<file path="src/sv/dsfc_pkg.sv">
package dsfc_pkg;

  localparam int unsigned CmdWords = 16;
  localparam int unsigned IdxW = 4;

  localparam logic [15:0] MeshBit = 16'h0100;
  localparam logic [15:0] ZeroWord = 16'h0000;

  typedef enum logic [2:0] {
    REG_COMMAND_CODE = 3'd0,
    REG_MODE_BASE    = 3'd1,
    REG_MIN_HALF     = 3'd2,
    REG_SKEW_PEAK    = 3'd3,
    REG_SKEW_DIV     = 3'd4
  } reg_idx_e;

  typedef struct packed {
    logic        action;
    logic [18:0] cmd_base;
    logic [10:0] center_x;
    logic [10:0] center_y;
    logic [10:0] sprite_width;
    logic [7:0]  sprite_height;
    logic [10:0] step_now;
    logic [9:0]  frames;
    logic [18:0] tex_front;
    logic [18:0] tex_back;
    logic [6:0]  color_bank;
    logic        mesh;
  } req_t;

  typedef struct packed {
    logic        accepted;
    logic [18:0] write_offset;
    logic [3:0]  word_index;
    logic [15:0] word_value;
    logic        last;
  } res_t;

  typedef struct packed {
    logic [15:0] command_code;
    logic [15:0] mode_base;
    logic [7:0]  min_half_span;
    logic [7:0]  skew_peak;
    logic [7:0]  skew_divisor;
  } cfg_t;

  // classified job handed from the front to the back
  typedef struct packed {
    logic        reject;
    logic [18:0] cmd_base;
    logic [15:0] mode;
    logic [15:0] colour;
    logic [15:0] tex;
    logic [15:0] size;
    logic [15:0] cx;
    logic [15:0] cy;
    logic [15:0] hw;
    logic [15:0] hl;
    logic [15:0] hr;
  } job_t;

endpackage

</file>
<file path="src/sv/dsfc_if.sv">
interface dsfc_req_if;
  import dsfc_pkg::*;
  logic valid;
  logic ready;
  req_t data;
  modport source (output valid, output data, input ready);
  modport sink (input valid, input data, output ready);
endinterface

interface dsfc_res_if;
  import dsfc_pkg::*;
  logic valid;
  logic ready;
  res_t data;
  modport source (output valid, output data, input ready);
  modport sink (input valid, input data, output ready);
endinterface

</file>
<file path="src/sv/dsfc_div.sv">
// restoring unsigned divider, one quotient bit a cycle
module dsfc_div
  import dsfc_pkg::*;
(
  input  logic        clk_i,
  input  logic        rst_ni,
  input  logic        start_i,
  input  logic [23:0] num_i,
  input  logic [9:0]  den_i,
  output logic        done_o,
  output logic [23:0] quo_o
);
  logic [4:0]  cnt_q, cnt_d;
  logic        busy_q, busy_d;
  logic [23:0] quo_q, quo_d;
  logic [10:0] rem_q, rem_d;
  logic [9:0]  den_q, den_d;
  logic [10:0] trial;
  logic        done_q, done_d;

  assign trial = {rem_q[9:0], quo_q[23]};

  always_comb begin
    busy_d = busy_q;
    cnt_d = cnt_q;
    quo_d = quo_q;
    rem_d = rem_q;
    den_d = den_q;
    done_d = 1'b0;
    if (start_i) begin
      busy_d = 1'b1;
      cnt_d = 5'd0;
      quo_d = num_i;
      rem_d = '0;
      den_d = den_i;
    end else if (busy_q) begin
      if (trial >= {1'b0, den_q}) begin
        rem_d = trial - {1'b0, den_q};
        quo_d = {quo_q[22:0], 1'b1};
      end else begin
        rem_d = trial;
        quo_d = {quo_q[22:0], 1'b0};
      end
      cnt_d = cnt_q + 5'd1;
      if (cnt_q == 5'd23) begin
        busy_d = 1'b0;
        done_d = 1'b1;
      end
    end
  end

  always_ff @(posedge clk_i or negedge rst_ni) begin
    if (!rst_ni) begin
      busy_q <= 1'b0;
      cnt_q <= '0;
      done_q <= 1'b0;
    end else begin
      busy_q <= busy_d;
      cnt_q <= cnt_d;
      done_q <= done_d;
    end
  end

  always_ff @(posedge clk_i) begin
    quo_q <= quo_d;
    rem_q <= rem_d;
    den_q <= den_d;
  end

  assign done_o = done_q;
  assign quo_o = quo_q;
endmodule

</file>
<file path="src/sv/dsfc_front.sv">
// classifies a request and works out the quad geometry
module dsfc_front
  import dsfc_pkg::*;
(
  input  logic         clk_i,
  input  logic         rst_ni,
  input  cfg_t         cfg_i,
  dsfc_req_if.sink     req,
  output logic         job_valid_o,
  output job_t         job_o,
  input  logic         job_ready_i
);
  typedef enum logic [2:0] {
    S_IDLE, S_HW, S_SKEW, S_EDGE, S_OUT
  } state_e;

  state_e      state_q;
  req_t        r_q;
  logic [9:0]  fr_q;
  logic [10:0] s_q;
  logic [9:0]  q_q;
  logic [10:0] fold_q;
  logic [15:0] hw_q;
  logic        skneg_q;
  logic [15:0] skew_q;
  logic [15:0] hl_q, hr_q;
  logic        tex_back_q;
  logic        done_q;
  job_t        job_q;

  logic        dv_start;
  logic [23:0] dv_num;
  logic [9:0]  dv_den;
  logic        dv_done;
  logic [23:0] dv_quo;

  dsfc_div u_div (
    .clk_i, .rst_ni, .start_i(dv_start), .num_i(dv_num), .den_i(dv_den),
    .done_o(dv_done), .quo_o(dv_quo)
  );

  // request decode
  logic [9:0]  fr_c;
  logic signed [11:0] st_c;
  logic [10:0] s_c;
  logic [9:0]  half_c, q_c;
  logic signed [11:0] fold_c;
  logic        reject_c;

  always_comb begin
    fr_c = (req.data.frames == 10'd0) ? 10'd1 : req.data.frames;
    st_c = {req.data.step_now[10], req.data.step_now};
    if (st_c < 0) s_c = '0;
    else if (st_c > $signed({2'b00, fr_c})) s_c = {1'b0, fr_c};
    else s_c = st_c[10:0];
    half_c = {1'b0, fr_c[9:1]};
    q_c = (fr_c[9:2] == 8'd0) ? 10'd1 : {2'b00, fr_c[9:2]};
    fold_c = $signed({1'b0, s_c}) - $signed({2'b00, half_c});
    if (fold_c < 0) fold_c = -fold_c;
    reject_c = (req.data.sprite_width == 11'd0) || (req.data.sprite_height == 8'd0);
  end

  // skew numerator per segment
  logic [10:0] seg_c;
  logic        seg_neg_c;
  always_comb begin
    if (s_q <= {1'b0, q_q}) begin
      seg_c = s_q; seg_neg_c = 1'b0;
    end else if (s_q <= {q_q, 1'b0}) begin
      seg_c = {q_q, 1'b0} - s_q; seg_neg_c = 1'b0;
    end else if ({1'b0, s_q} <= {1'b0, q_q, 1'b0} + {2'b00, q_q}) begin
      seg_c = s_q - {q_q, 1'b0}; seg_neg_c = 1'b1;
    end else begin
      seg_c = {1'b0, fr_q} - s_q; seg_neg_c = 1'b1;
    end
  end

  logic [7:0]  hh_c;
  logic [15:0] sk_c;
  logic [7:0]  div_c;
  assign hh_c = {1'b0, r_q.sprite_height[7:1]};
  assign sk_c = (skew_q > {8'd0, cfg_i.skew_peak}) ? {8'd0, cfg_i.skew_peak} : skew_q;
  assign div_c = (cfg_i.skew_divisor == 8'd0) ? 8'd1 : cfg_i.skew_divisor;

  logic signed [17:0] hl_c, hr_c, dq_c;
  always_comb begin
    dq_c = $signed({2'b00, dv_quo[15:0]});
    if (skneg_q) begin
      hl_c = $signed({10'd0, hh_c}) + dq_c;
      hr_c = $signed({10'd0, hh_c}) - dq_c;
    end else begin
      hl_c = $signed({10'd0, hh_c}) - dq_c;
      hr_c = $signed({10'd0, hh_c}) + dq_c;
    end
  end

  always_comb begin
    dv_start = 1'b0;
    dv_num = '0;
    dv_den = fr_q;
    unique case (state_q)
      S_HW: begin
        dv_start = !done_q;
        dv_num = (24'(r_q.sprite_width[10:1]) * 24'(fold_q)) << 1;
        dv_den = fr_q;
      end
      S_SKEW: begin
        dv_start = !done_q;
        dv_num = 24'(cfg_i.skew_peak) * 24'(seg_c);
        dv_den = q_q;
      end
      S_EDGE: begin
        dv_start = !done_q;
        dv_num = 24'(hh_c) * 24'(sk_c[7:0]);
        dv_den = {2'b00, div_c};
      end
      default: ;
    endcase
  end

  assign req.ready = (state_q == S_IDLE);

  logic [15:0] tex_c;
  logic [18:0] tsel_c;
  always_comb begin
    tsel_c = (r_q.action || !tex_back_q) ? r_q.tex_front : r_q.tex_back;
    tex_c = {tsel_c[18:3]};
  end

  always_ff @(posedge clk_i or negedge rst_ni) begin
    if (!rst_ni) begin
      state_q <= S_IDLE;
      done_q <= 1'b0;
    end else begin
      unique case (state_q)
        S_IDLE: if (req.valid) begin
          r_q <= req.data;
          fr_q <= fr_c;
          s_q <= s_c;
          q_q <= q_c;
          fold_q <= fold_c[10:0];
          tex_back_q <= !(st_c < $signed({2'b00, half_c}));
          done_q <= 1'b0;
          if (reject_c || req.data.action) begin
            hw_q <= {6'd0, req.data.sprite_width[10:1]};
            hl_q <= {9'd0, req.data.sprite_height[7:1]};
            hr_q <= {9'd0, req.data.sprite_height[7:1]};
            state_q <= S_OUT;
          end else begin
            state_q <= S_HW;
          end
        end
        S_HW: begin
          done_q <= 1'b1;
          if (dv_done) begin
            hw_q <= (dv_quo[15:0] < {8'd0, cfg_i.min_half_span}) ?
                    {8'd0, cfg_i.min_half_span} : dv_quo[15:0];
            skneg_q <= seg_neg_c;
            done_q <= 1'b0;
            state_q <= S_SKEW;
          end
        end
        S_SKEW: begin
          done_q <= 1'b1;
          if (dv_done) begin
            skew_q <= dv_quo[15:0];
            done_q <= 1'b0;
            state_q <= S_EDGE;
          end
        end
        S_EDGE: begin
          done_q <= 1'b1;
          if (dv_done) begin
            hl_q <= (hl_c < 18'sd1) ? 16'd1 : hl_c[15:0];
            hr_q <= (hr_c < 18'sd1) ? 16'd1 : hr_c[15:0];
            done_q <= 1'b0;
            state_q <= S_OUT;
          end
        end
        S_OUT: if (job_ready_i) state_q <= S_IDLE;
        default: state_q <= S_IDLE;
      endcase
    end
  end

  always_comb begin
    job_q.reject = (r_q.sprite_width == 11'd0) || (r_q.sprite_height == 8'd0);
    job_q.cmd_base = r_q.cmd_base;
    job_q.mode = cfg_i.mode_base | ((r_q.mesh || r_q.action) ? MeshBit : ZeroWord);
    job_q.colour = {5'd0, r_q.color_bank, 4'd0};
    job_q.tex = tex_c;
    job_q.size = {r_q.sprite_width[10:3], r_q.sprite_height};
    job_q.cx = {{5{r_q.center_x[10]}}, r_q.center_x};
    job_q.cy = {{5{r_q.center_y[10]}}, r_q.center_y};
    job_q.hw = hw_q;
    job_q.hl = hl_q;
    job_q.hr = hr_q;
  end

  assign job_valid_o = (state_q == S_OUT);
  assign job_o = job_q;
endmodule

</file>
<file path="src/sv/dsfc_back.sv">
// two-entry job queue and word sequencer
module dsfc_back
  import dsfc_pkg::*;
(
  input  logic        clk_i,
  input  logic        rst_ni,
  input  logic [15:0] command_code_i,
  input  logic        job_valid_i,
  input  job_t        job_i,
  output logic        job_ready_o,
  dsfc_res_if.source  res
);
  job_t        fifo_q [2];
  logic        wp_q, rp_q;
  logic [1:0]  cnt_q;
  logic [IdxW-1:0] idx_q;
  job_t        j;
  logic        push, pop, fire;
  logic [15:0] w;

  assign j = fifo_q[rp_q];
  assign job_ready_o = (cnt_q != 2'd2);
  assign push = job_valid_i && job_ready_o;
  assign fire = res.valid && res.ready;
  assign pop = fire && res.data.last;
  assign res.valid = (cnt_q != 2'd0);

  always_comb begin
    unique case (idx_q)
      4'd0: w = command_code_i;
      4'd2: w = j.mode;
      4'd3: w = j.colour;
      4'd4: w = j.tex;
      4'd5: w = j.size;
      4'd6: w = j.cx - j.hw;
      4'd7: w = j.cy - j.hl;
      4'd8: w = j.cx + j.hw;
      4'd9: w = j.cy - j.hr;
      4'd10: w = j.cx + j.hw;
      4'd11: w = j.cy + j.hr;
      4'd12: w = j.cx - j.hw;
      4'd13: w = j.cy + j.hl;
      default: w = ZeroWord;
    endcase
    res.data.accepted = !j.reject;
    res.data.write_offset = j.cmd_base + {14'd0, idx_q, 1'b0};
    res.data.word_index = idx_q;
    res.data.word_value = j.reject ? ZeroWord : w;
    res.data.last = j.reject || (idx_q == IdxW'(CmdWords - 1));
  end

  always_ff @(posedge clk_i or negedge rst_ni) begin
    if (!rst_ni) begin
      wp_q <= 1'b0;
      rp_q <= 1'b0;
      cnt_q <= '0;
      idx_q <= '0;
    end else begin
      if (push) wp_q <= !wp_q;
      if (pop) rp_q <= !rp_q;
      cnt_q <= cnt_q + {1'b0, push} - {1'b0, pop};
      if (fire) idx_q <= pop ? '0 : idx_q + 4'd1;
    end
  end

  always_ff @(posedge clk_i) begin
    if (push) fifo_q[wp_q] <= job_i;
  end
endmodule

</file>
<file path="src/sv/distorted_sprite_flip_command.sv">
// channel | dir | payload
// req     | in  | req_t, one sprite request per transfer
// res     | out | res_t, sixteen command words or one reject per request
// cfg     | in  | apb write/read of five registers
// a flip request runs three 24-step divisions in the front on one shared
// divider; dissolve and reject skip them. the back sends one word a cycle
// while res.ready is high; a two-job queue lets the front work on the next
// request while words drain. reset is async, active low.
module distorted_sprite_flip_command
  import dsfc_pkg::*;
(
  input  logic        clk_i,
  input  logic        rst_ni,
  input  logic        psel,
  input  logic        penable,
  input  logic        pwrite,
  input  logic [4:0]  paddr,
  input  logic [31:0] pwdata,
  output logic [31:0] prdata,
  output logic        pready,
  dsfc_req_if.sink    req,
  dsfc_res_if.source  res
);
  cfg_t cfg_q;
  logic job_valid, job_ready;
  job_t job;
  reg_idx_e ra;

  assign pready = 1'b1;
  assign ra = reg_idx_e'(paddr[4:2]);

  always_ff @(posedge clk_i or negedge rst_ni) begin
    if (!rst_ni) begin
      cfg_q.command_code <= 16'd2;
      cfg_q.mode_base <= 16'd0;
      cfg_q.min_half_span <= 8'd1;
      cfg_q.skew_peak <= 8'd16;
      cfg_q.skew_divisor <= 8'd64;
    end else if (psel && penable && pwrite) begin
      unique case (ra)
        REG_COMMAND_CODE: cfg_q.command_code <= pwdata[15:0];
        REG_MODE_BASE: cfg_q.mode_base <= pwdata[15:0];
        REG_MIN_HALF: cfg_q.min_half_span <= pwdata[7:0];
        REG_SKEW_PEAK: cfg_q.skew_peak <= pwdata[7:0];
        REG_SKEW_DIV: cfg_q.skew_divisor <= pwdata[7:0];
        default: ;
      endcase
    end
  end

  always_comb begin
    unique case (ra)
      REG_COMMAND_CODE: prdata = {16'd0, cfg_q.command_code};
      REG_MODE_BASE: prdata = {16'd0, cfg_q.mode_base};
      REG_MIN_HALF: prdata = {24'd0, cfg_q.min_half_span};
      REG_SKEW_PEAK: prdata = {24'd0, cfg_q.skew_peak};
      REG_SKEW_DIV: prdata = {24'd0, cfg_q.skew_divisor};
      default: prdata = '0;
    endcase
  end

  dsfc_front u_front (
    .clk_i, .rst_ni, .cfg_i(cfg_q), .req,
    .job_valid_o(job_valid), .job_o(job), .job_ready_i(job_ready)
  );

  dsfc_back u_back (
    .clk_i, .rst_ni, .command_code_i(cfg_q.command_code),
    .job_valid_i(job_valid), .job_i(job), .job_ready_o(job_ready), .res
  );
endmodule

</file>
<file path="src/flat_wrapper.sv">
// flat-port wrapper written by rule: the top's interface ports become plain ports
module distorted_sprite_flip_command_flat import dsfc_pkg::*;
  (clk_i, rst_ni, psel, penable, pwrite, paddr, pwdata, prdata, pready, req_valid, req_data, req_ready, res_valid, res_data, res_ready);
  dsfc_req_if req_i ();
  dsfc_res_if res_i ();
  input  logic clk_i;
  input  logic rst_ni;
  input  logic psel;
  input  logic penable;
  input  logic pwrite;
  input  logic [4:0] paddr;
  input  logic [31:0] pwdata;
  output logic [31:0] prdata;
  output logic pready;
  input wire logic [$bits(req_i.valid)-1:0] req_valid;
  input wire logic [$bits(req_i.data)-1:0] req_data;
  output wire logic [$bits(req_i.ready)-1:0] req_ready;
  output wire logic [$bits(res_i.valid)-1:0] res_valid;
  output wire logic [$bits(res_i.data)-1:0] res_data;
  input wire logic [$bits(res_i.ready)-1:0] res_ready;
  assign req_i.valid = req_valid;
  assign req_i.data = req_data;
  assign req_ready = req_i.ready;
  assign res_valid = res_i.valid;
  assign res_data = res_i.data;
  assign res_i.ready = res_ready;
  distorted_sprite_flip_command u_core (.clk_i(clk_i), .rst_ni(rst_ni), .psel(psel), .penable(penable), .pwrite(pwrite), .paddr(paddr), .pwdata(pwdata), .prdata(prdata), .pready(pready), .req(req_i), .res(res_i));
endmodule
</file>
<file path="config.mk">
export PLATFORM = sky130hd
export DESIGN_NAME = distorted_sprite_flip_command_flat
export DESIGN_NICKNAME = d
export VERILOG_FILES = /design/src/sv/dsfc_pkg.sv /design/src/sv/dsfc_if.sv /design/src/sv/dsfc_div.sv /design/src/sv/dsfc_front.sv /design/src/sv/dsfc_back.sv /design/src/sv/distorted_sprite_flip_command.sv /design/src/flat_wrapper.sv
export SDC_FILE = /design/constraint.sdc
export NUM_CORES = 2
export LEC_CHECK = 0
export ABC_AREA = 1
export BUFFER_PORTS_ARGS = -buffer_cell sky130_fd_sc_hd__buf_4
export CELL_PAD_IN_SITES_DETAIL_PLACEMENT = 1
export CELL_PAD_IN_SITES_GLOBAL_PLACEMENT = 1
export CORE_MARGIN = 5
export CORE_UTILIZATION = 30
export DETAILED_ROUTE_END_ITERATION = 8
export PLACE_DENSITY = 0.59
export SYNTH_ARGS = -nofsm -noshare
export SYNTH_HDL_FRONTEND = slang
export SYNTH_SLANG_ARGS = --single-unit
</file>
<file path="constraint.sdc">
create_clock -name clk_i -period 7.6 [get_ports clk_i]
set_clock_uncertainty 0.15 [all_clocks]
set_input_delay 0.38 -clock clk_i [delete_from_list [all_inputs] [get_ports clk_i]]
set_output_delay 0.38 -clock clk_i [all_outputs]
set_load 0.02 [all_outputs]
</file>
==> metrics <==
share of layout cells above drive strength 1=0.135; Hold Crit Class=input port to flip-flop; status=complete, no violations; Async S/R FF share, synth=0.122; Starting DRT DRC Count=between 2,000 and 2,500; flops & latches, synth=615; setup ws final=between 0.3 and 0.4 ns; Slew @ Worst Pin=between 1 and 1.5 ns; YS warnings=0; Die Y=around 380 microns; H-tree Lvls=3; commonest non-fill, non-tap cell in the layout=nand2_1; CTS clk-pin slew, worst paths=0.07 ns; most frequent cells in the layout=1,075 x nand2_1, 642 x inv_1, 530 x edfxtp_1, 334 x buf_4, 295 x nor2_1; core area=about 0.14 sq mm; global placement routability congestion=~0.89; Avg Inst Size Synth=about 9 sq um; clock sinks=just over 600; CP endpoint=u_core.u_front.u_div.quo_o[12]$_DFFE_PP_; final worst-path cycle share=0.949; RSZ-0062 raised after global routing=yes; die width=381 microns; DP Wirelength=108,000 microns; EDFF count, synth=between 500 and 600; Syn Inst Count=~4,600; Slew Viols, Final=0; Util after Layout=0.363; Root Driver=clkbuf_16; critical path startpoint category=flip-flop; r2r setup slk=0.39 ns; PD cells=around 380 mW/mm^2; DRC violations left=0; main flop type after synthesis=edfxtp_1; drt total wl=roughly 140,000 microns; via count=33,900; total track usage=0.192; leakage=approximately 22 nW; Syn Std Cell Area=0.0414 sq mm; CP endpoint kind=flip-flop; Initial Utilization=0.301; worst vdd ir=0.226 mV; wire length of the first global-routing pass=between 200,000 and 250,000 microns; minimum clock period=7.21 ns; Critical Path Source=u_core.u_front.q_q[2]$_SDFFCE_PN0P_; Distinct cells, synth=77; drt pass-1 iters=7; PortBufs=approximately 210; final hold violation count=0; worst setup path category=flip-flop to flip-flop; worst endpoint data arrival time=~7.5 ns; I/O pin count=between 200 and 250; P&R area growth vs syn=20.4%; crit path max fanout=6; initial antenna violation count=8; row count=approximately 140; clk buf depth=3; R2R Path Start=u_core.u_front.q_q[2]$_SDFFCE_PN0P_; Final ANT Viol Nets=0; latest clock arrival within the worst-skew pair=between 0.6 and 0.7 ns; final setup fails=0; Overflow after GRT=0; Reg2Reg Depth=41; number of nets in the layout=5,622; Die ar.=about 0.15 sq mm; Crit Reg-Reg Endpoint=u_core.u_front.u_div.quo_o[12]$_DFFE_PP_; vias in the first global route=between 30,000 and 40,000; per-cell routed wire length=between 20 and 25 microns; Place WS=-0.122 ns; fmax=around 140 MHz; Slowest cell on crit path=fa_1; vias per inst=around 4.9; Max-Cap Viols=0; slowest stage delay, CP=around 0.53 ns; Worst EP required=between 7 and 8 ns; TritonCTS Buffers=74; Max-slew headroom=0.204; Seq/Total Area, Yosys=0.435; CTS tree=built; largest net degree at the start of global routing=146
## layout make-up
| cell class | count | area, sq um |
|---|---|---|
| Fill cell | 15900 | 87500 |
| Multi-Input combinational cell | 3155 | 20500 |
| Sequential cell | 615 | 18000 |
| Timing Repair Buffer | 474 | 3950 |
| Inverter | 676 | 2550 |
| Tap cell | 1794 | 2240 |
| Clock buffer | 100 | 2060 |
| Clock inverter | 36 | 503 |
| Antenna cell | 2 | 5.00 |
## how the worst min path moves through the flow
stage                     slack (ns)  depth (start not counted)                                     end                                start
after floorplan                -0.07                          0             u_core.cfg_q[0]$_DFFE_PN0P_                               rst_ni
after global placement          0.27                          0  u_core.u_back.fifo_q[1][139]$_DFFE_PP_  u_core.u_front.job_o[148]$_DFFE_PP_
after detailed placement        0.28                          0   u_core.u_back.fifo_q[0][52]$_DFFE_PP_   u_core.u_front.job_o[52]$_DFFE_PP_
after CTS                      0.005                          4       u_core.u_front.done_q$_DFFE_PN0P_                            req_valid
after global routing            0.04                          3         u_core.u_front.s_q[4]$_DFFE_PP_                         req_data[60]
final                           0.06                          4       u_core.u_front.done_q$_DFFE_PN0P_                            req_valid
## critical path: cells and delay by family, from the launching register on
family          cells  cell delay [ns]
xor+xnor            1             0.08
compound gates      9             1.17
fa+ha+maj           7             2.86
buf+inv             6             0.50
simple gates       18             1.67
flops               1             0.47
## per-layer routing
| layer | vias to the layer above | routed length (microns) | GRT usage |
|---|---|---|---|
| met1 | 16900 | 62300 | 0.249 |
| met3 | 159 | 7370 | 0.0329 |
| met5 | - | 0 | 0 |
| met4 | 0 | 4380 | 0.0579 |
| met2 | 750 | 67500 | 0.327 |
| li1 | 16100 | - | - |
## state kept, by name, indices dropped and copies added (netlist names), 2 cells and up
register	cells
u_core.u_front.state_q	3
u_core.u_front.hr_q	16
u_core.u_front.skew_q	16
u_core.u_back.cnt_q	2
u_core.cfg_q	56
u_core.u_front.r_q	37
u_core.u_front.u_div.cnt_q	5
u_core.u_back.idx_q	4
u_core.u_front.fold_q	11
u_core.u_front.q_q	8
u_core.u_front.u_div.rem_q	10
u_core.u_front.job_o	64
u_core.u_front.u_div.den_q	10
u_core.u_back.fifo_q	290
u_core.u_front.hl_q	16
u_core.u_front.u_div.quo_o	24
u_core.u_front.hw_q	16
u_core.u_front.s_q	10
u_core.u_front.fr_q	10
## timing repair
action | in CTS | in global routing
hold buffers | 132 | 0
gates resized for setup | 5 | 107
pin swaps | 0 | 62
buffers inserted | 0 | 12
setup endpoints to repair | 9 | 11
hold endpoints to repair | 221 | 0
## Yosys cell counts, drive strengths merged (20+ instances only)
library cell	instances	share of area
a21oi	247	0.031
a221oi	20	0.0042
buf	68	0.011
clkbuf	91	0.0083
dfrtp	71	0.043
edfxtp	530	0.38
fa	164	0.079
ha	290	0.088
inv	669	0.061
nand2	1105	0.10
nand3	246	0.030
nand4	42	0.0063
nor2	321	0.030
nor3	41	0.0056
nor4	27	0.0047
o211ai	24	0.0045
o21ai	284	0.035
or2	41	0.0062
xnor2	33	0.0070
xor2	50	0.011
## cells by family (layout without fill, tap and decap cells)
| group | Yosys count | count (layout) | share of synthesized area |
|---|---|---|---|
| AND/OR/NAND/NOR | 1839 | 1839 | 0.187 |
| multiplexers | 28 | 28 | 0.00735 |
| adder cells (fa/ha/maj) | 454 | 454 | 0.167 |
| XOR/XNOR | 83 | 83 | 0.0176 |
| other | 2 | 19 | 0.000181 |
| buffers and inverters | 835 | 1286 | 0.0812 |
| AO/OA/AOI/OAI | 734 | 734 | 0.105 |
| flip-flops | 615 | 615 | 0.435 |
## per-stage QoR
stage / total power [W] / cells / cell area [sq um] / hold WS [ns] / TNS [ns]
floorplan: 0.0114 / 4605 / 41400 / -0.0656 / 0
global placement: 0.0149 / 6570 / 45400 / 0.273 / 0
detailed placement: 0.0150 / 6570 / 45400 / 0.281 / -0.313
CTS: 0.0189 / 6838 / 49300 / 0.00500 / -0.00781
global route: 0.0208 / 6850 / 49800 / 0.0402 / -0.591
finish: 0.0191 / 6852 / 49800 / 0.0592 / 0
## power breakdown
part / internal (W) / switching (W)
Sequential: 0.00425 / 0.000459
Clock: 0.00212 / 0.00156
Combinational: 0.00382 / 0.00691
Total: 0.0102 / 0.00893
Power figures use the tool's default switching activity.
